===== src/rtl/lms_pkg.sv =====
// ----------------------------------------------------------------------------
// lms_pkg
// Shared widths, pipeline record and arithmetic steps of the lens remapper.
// ----------------------------------------------------------------------------
package lms_pkg;

  localparam int FRAC_BITS   = 16;
  localparam int MAX_DIM     = 1024;
  localparam int DIM_W       = 11;
  localparam int PIX_W       = 10;
  localparam int OFF_W       = DIM_W + 1;
  localparam int SQ_W        = 2 * DIM_W;
  localparam int S4_W        = SQ_W + 3;
  localparam int REM_W       = SQ_W + 1;
  localparam int FR_W        = FRAC_BITS + 1;
  localparam int SREM_W      = FR_W + 3;
  localparam int ROOT_STEPS  = 9;
  localparam logic [ROOT_STEPS:0] EXP_MASK = 10'h334;
  localparam int DIV_DPS     = 4;
  localparam int DIV_STAGES  = FRAC_BITS / DIV_DPS;
  localparam int SQ_DIGITS   = FR_W;
  localparam int SQ_DPS      = 3;
  localparam int ROOT_STAGES = (SQ_DIGITS + SQ_DPS - 1) / SQ_DPS;
  localparam int PIPE_LAST   = DIV_STAGES + ROOT_STEPS * ROOT_STAGES + 1;
  // front three, pipe record stages, two axis stages, output register
  localparam int LATENCY     = 3 + PIPE_LAST + 2 + 1;
  localparam int NUM_W       = DIM_W + FRAC_BITS + 3;

  localparam logic [DIM_W-1:0] RESET_DIM = 11'd600;
  localparam logic [FR_W-1:0]  ONE       = FR_W'(1) << FRAC_BITS;

  localparam logic REG_WIDTH  = 1'b0;
  localparam logic REG_HEIGHT = 1'b1;

  typedef struct packed {
    logic                    vld;
    logic                    ins;
    logic [PIX_W-1:0]        px;
    logic [PIX_W-1:0]        py;
    logic signed [OFF_W-1:0] dx2;
    logic signed [OFF_W-1:0] dy2;
    logic [REM_W-1:0]        rem;
    logic [FR_W-1:0]         root;
    logic [FR_W-1:0]         rsrc;
    logic [FR_W-1:0]         acc;
  } pipe_t;

  typedef struct packed {
    logic             vld;
    logic             ins;
    logic [PIX_W-1:0] px;
    logic [PIX_W-1:0] py;
  } ctl_t;

  // one restoring quotient bit: returns {bit, remainder}
  function automatic logic [REM_W:0] div_step(logic [REM_W-1:0] rem,
                                             logic [SQ_W-1:0] m2);
    logic [REM_W:0] t;
    logic [REM_W:0] d;
    t = {rem, 1'b0};
    d = t - {2'b00, m2};
    if (t >= {2'b00, m2}) begin
      return {1'b1, d[REM_W-1:0]};
    end
    return {1'b0, t[REM_W-1:0]};
  endfunction

  // one digit of the floor square root: returns {root, remainder}
  function automatic logic [FR_W+SREM_W-1:0] sqrt_step(logic [SREM_W-1:0] rem,
                                                      logic [FR_W-1:0] root,
                                                      logic [1:0] pair);
    logic [SREM_W+1:0] t;
    logic [SREM_W+1:0] trial;
    logic [SREM_W+1:0] d;
    t     = {rem, pair};
    trial = {3'b000, root, 2'b01};
    d     = t - trial;
    if (t >= trial) begin
      return {root[FR_W-2:0], 1'b1, d[SREM_W-1:0]};
    end
    return {root[FR_W-2:0], 1'b0, t[SREM_W-1:0]};
  endfunction

  // digit pair of src << FRAC_BITS, most significant pair first
  function automatic logic [1:0] rad_pair(logic [FR_W-1:0] src, int d);
    logic [FR_W:0] s;
    int p;
    s = {1'b0, src};
    p = SQ_DIGITS - 1 - d;
    if (p < FRAC_BITS / 2) begin
      return 2'b00;
    end
    return s[2*(p-FRAC_BITS/2) +: 2];
  endfunction

  function automatic logic [FR_W-1:0] mul_frac(logic [FR_W-1:0] a, logic [FR_W-1:0] b);
    logic [2*FR_W-1:0] p;
    p = a * b;
    return p[FRAC_BITS +: FR_W];
  endfunction

endpackage


===== src/rtl/lms_axis.sv =====
// ----------------------------------------------------------------------------
// lms_axis
// Two-stage remap of one axis: centre plus scaled offset, floor and bounds.
// ----------------------------------------------------------------------------
module lms_axis import lms_pkg::*; (
  input  logic                    clk,
  input  logic [DIM_W-1:0]        dim,
  input  logic signed [OFF_W-1:0] off2,
  input  logic [FR_W-1:0]         scale,
  output logic [PIX_W-1:0]        coord,
  output logic                    ok
);

  logic signed [NUM_W-1:0]   prod;
  logic signed [NUM_W-1:0]   num;
  logic [NUM_W-FRAC_BITS-3:0] v;
  logic signed [OFF_W+FR_W:0] prod_full;

  assign prod_full = off2 * $signed({1'b0, scale});

  always_ff @(posedge clk) begin
    prod <= NUM_W'(prod_full);
  end

  assign num = $signed({3'b000, dim, FRAC_BITS'(0)}) + prod;
  assign v   = num[NUM_W-2:FRAC_BITS+1];

  always_ff @(posedge clk) begin
    coord <= v[PIX_W-1:0];
    ok    <= !num[NUM_W-1] && (v < {1'b0, dim}) && (v < (NUM_W-FRAC_BITS-2)'(MAX_DIM));
  end

endmodule


===== config.mk =====
export PLATFORM = sky130hd
export DESIGN_NAME = lms_axis
export DESIGN_NICKNAME = d
export VERILOG_FILES = /design/src/rtl/lms_pkg.sv /design/src/rtl/lms_axis.sv
export SDC_FILE = /design/constraint.sdc
export NUM_CORES = 1
export LEC_CHECK = 0
export BUFFER_PORTS_ARGS = -buffer_cell sky130_fd_sc_hd__buf_4
export CAP_MARGIN = 20
export CORE_MARGIN = 3
export CORE_UTILIZATION = 65
export DETAILED_ROUTE_END_ITERATION = 10
export HOLD_SLACK_MARGIN = 0.03
export PLACE_DENSITY_LB_ADDON = 0.3
export SKIP_CTS_REPAIR_TIMING = 1
export SLEW_MARGIN = 20
export SYNTH_ARGS = -nofsm -noshare
export SYNTH_HDL_FRONTEND = slang
export SYNTH_SLANG_ARGS = --single-unit

===== constraint.sdc =====
create_clock -name clk -period 11.4 [get_ports clk]
set_input_delay 2.28 -clock clk [delete_from_list [all_inputs] [get_ports clk]]
set_output_delay 2.28 -clock clk [all_outputs]
set_load 0.03 [all_outputs]

# --- Word level (Yosys, flattened, before mapping) ---
# Cells that the tools add are included.
word_totals:
  reg_bits: 41
  in_bits: 41
  out_inout_bits: 11
classes:
  add_sub_neg: 1
  n_mul: 1
  order_cmp: 2
  reduce_logical: 3
op_table:
  columns: ["cell", "count"]
  rows:
  - ["$add A28 B30 Y30", 1]
  - ["$mul A12 B18 Y30", 1]
  - ["$lt A12 B11 Y1", 1]
  - ["$lt A12 B11 Y1 const B", 1]
  - ["$logic_and A1 B1 Y1", 2]
  - ["$logic_not A1 Y1", 1]

# --- Logic depth before layout (Yosys ltp) ---
depth:
  ltp_word: 4
  mapped_depth: 21
  mapped_depth_nobuf: 19

# --- Least setup slack after synthesis ---
# No wires, ideal clock.
synth_path:
  path_type: "in2reg"
  start: "in off2[3]"
  end: "reg prod[25]"
  setup_time_ps: 127
  setup_slack_ps: 4262
  stages: 19
  t_arrival_ps: 7010
  cell_sequence: "clkbuf_1 -> clkbuf_1 -> nand2_1 -> fa_1 -> fa_1 -> inv_1 -> fa_1 -> fa_1 -> inv_1 -> fa_1 -> inv_1 -> ha_1 -> a21oi_1 -> o21ai_0 -> nor3_1 -> o21ai_0 -> a21oi_1 -> o221ai_1 -> xor2_1"
synth_between:
  elab_chain_cells: 1
synth_rtl:
  columns: ["element", "line", "source"]
  rows:
  - ["from (decl)", "lms_axis.sv:8", "input logic signed [OFF_W-1:0] off2,"]
  - ["$mul A12 B18 Y30", "lms_axis.sv:19", "assign prod_full = off2 * $signed({1'b0, scale});"]
  - ["via prod_full[25]", "lms_axis.sv:17", "logic signed [OFF_W+FR_W:0] prod_full;"]
  - ["to (signal assigned)", "lms_axis.sv:22", "prod <= NUM_W'(prod_full);"]
  - ["to (decl)", "lms_axis.sv:14", "logic signed [NUM_W-1:0] prod;"]
# The timed path passes the listed nets, and every way through them passes these cells.

# --- Final worst setup path ---
layout_path:
  start: "in off2[6]"
  end: "reg prod[25]"
# Same word-level chain as after synthesis.

==> results.yml <==
floorplanning:
  fp.dieW_microns: 115
  io_pins: 52
  start_util_pct: 66.8
  chipHeight_microns: 115
  core_sq_um: 11500
  dieArea_sq_um: 13100
  num_rows: 39
sta:
  finalCritPeriodShare_pct: 62.9
  worstMarginPinSlew_ns: 0.675
  rsz0062_at_grt: "false"
  hold_violations: 0
  clock.fmax_mhz: 140
  timing.slew.headroom_pct: 54.6
  period_minus_slack_ns: 7.17
  drv_slew: 0
  setup_violations: 0
  finalSetupTns_ns: 0
  finalClockSkew_ns: 0.000796
yosys:
  synth_area_sq_um: 7660
  ys_warn_count: 0
  synth-seq-area-share_pct: 6.53
  synth-edff-count: 0
  synthCells: 881
  synth.net_count: 1175
  synth_flop_cell: "dfxtp_1"
  postSynthAreaPerCell_sq_um: 8.70
  synth-seq-cells: 25
  async_flop_share_pct: 0
  synth.distinct_cells: 43
place:
  globalplace.congestion: 0.853
  dp_hpwl_microns: 13700
  portBuffers: 51
global_route:
  grt_overflow_total: 0
  grt.total_usage_pct: 26.2
  grt_antenna_before_repair: 0
  grt_pass1_wl_microns: 27700
  grt_max_degree: 18
  grt_pass1_vias: 6027
power:
  p_sw_uw: 1060
  power.density_nw_per_um2: 247
  p_int_uw: 955
  swShare_pct: 52.7
  seqPwrFrac_pct: 8.2
  pwr-share-clk_pct: 3.8
  p_total_uw: 2020
  ir_drop_mv: 0.279
  cellLeakagePower_uw: 0.00435
  combPwrFrac_pct: 87.9
finish:
  layout_commonest_cell: "inv_1"
  mostFrequentLayoutCells: "inv_1, fa_1, nand2_1"
  diodes: 0
  final_nets: 1200
  drive_gt1_share_pct: 6.19
  area.growth.synth_to_final_pct: 6.84
clock_network:
  numCtsBuffers: 3
  root_buffer: "clkbuf_16"
  clkLatencyLatePin_ns: 0.25
  h-tree-depth: 1
  clk_pin_slew_worst_paths_ns: 0.06
  clock_path_buffers: 2
  cts_sinks: 25
  cts_tree: "built"
routing:
  vias: 5850
  drt_pass1_iterations: 5
  initialDrtViolationCount: 334
  drc: 0
  postRouteWirelength_microns: 16100
  wire_per_inst_microns: 15.3
  via_per_inst: 5.58
  ant_nets: 0
setup_path:
  path_common_cell: "fa_1"
  cp-end-kind: "flip-flop"
  cp_top_family: "adder cells"
  cp-start-kind: "input port"
  cp.arrival_ns: 7.30
  required_ns: 11.54
  critPathBufInv: 4
  worstSetupPathType: "input port to flip-flop"
  max_stage_delay_ns: 0.55
  path_cells: "buf_4 -> nand2_1 -> fa_1 -> inv_1 -> fa_1 -> fa_1 -> fa_1 -> inv_1 -> fa_1 -> inv_1 -> ha_1 -> a21oi_1 -> o21ai_0 -> nor3_1 -> o21ai_0 -> a21oi_1 -> o221ai_1 -> xor2_1"
  critPathMaxFanout: 17
  slowest_stage: "fa_1"
hold_path:
  hold_path_class: "flip-flop to flip-flop"
run:
  maxCapViolations: 0
outcome:
  run_status: "completed"
power by group through the flow:
stage / combinational [uW] / clock, uW / sequential [uW]
final: 1780 / 77.4 / 167
after global routing: 2020 / 83.5 / 171
after CTS: 1780 / 78.4 / 167
after detailed placement: 1760 / 0 / 169
after global placement: 1710 / 0 / 169
after floorplan: 1320 / 0 / 208
path summary, 6_finish.rpt:
check,start,endpoint,slack (ns),cells past startpoint
min reg2reg,prod[27]$_DFF_P_,ok$_DFF_P_,0.55,2
min,prod[27]$_DFF_P_,ok$_DFF_P_,0.55,2
max reg2reg,prod[18]$_DFF_P_,ok$_DFF_P_,8.45,13
max,off2[6],prod[25]$_DFF_P_,4.23,18
through the flow:
stage | hold WS [ns] | setup slack (ns) | std cells | instance area, sq um | utilization, %
floorplan | 0.494 | 4.26 | 881 | 7660 | -
global placement | 0.536 | 4.18 | 1044 | 8110 | 70.7
CTS | 0.551 | 4.32 | 1048 | 8190 | 71.4
global route | 0.571 | 4.02 | 1048 | 8190 | 71.4
detailed placement | 0.538 | 4.09 | 1044 | 8110 | 70.7
finish | 0.553 | 4.23 | 1048 | 8190 | 71.4
cells in the mapped netlist (all sizes together) (10+ instances only):
library cell	number	share of area [%]
inv	195	9.6
fa	150	39
nand2	141	6.9
ha	103	17
and2	58	4.7
clkbuf	31	1.5
a21oi	27	1.8
dfxtp	25	6.5
o21ai	22	1.4
nor2	19	0.93
xnor2	14	1.6
nand2b	11	0.90
a21o	10	0.98
registers in the layout, indices dropped and copies added (netlist names):
name / count
coord: 10
ok: 1
prod: 14
cell families after synthesis:
| family | share of synthesized area (%) |
|---|---|
| AND/OR/NAND/NOR | 16.5 |
| XOR/XNOR | 2.51 |
| buffers and inverters | 11.1 |
| adder cells (fa/ha/maj) | 56.0 |
| flip-flops | 6.53 |
| AO/OA/AOI/OAI | 7.41 |
layout make-up:
cell class,count,area [sq um]
Timing Repair Buffer,51,383
Inverter,195,732
Tap cell,143,179
Sequential cell,25,500
Clock buffer,4,78.8
Fill cell,902,3280
Multi-Input combinational cell,630,6310
worst reg2reg max path, stage by stage, from the launching register on:
cell and delay (ns):
dfxtp_1 0.30, ha_1 0.33, nor2b_1 0.17, o31a_1 0.27
o211a_1 0.24, nor2_1 0.09, inv_1 0.04, a21oi_1 0.16
xnor2_1 0.10, ha_1 0.32, nand4_1 0.10, or3_1 0.42
a31oi_1 0.22, a211oi_1 0.06
metal layers:
layer  track usage, %  part of all wire, %  up-vias
met2             45.3                   51      145
met5                0                    0        -
met1             35.4                   41     2934
met3             2.27                  4.1       34
li1                 -                    -     2737
met4             7.36                  3.3        0
(Power assumes the default switching activity.)
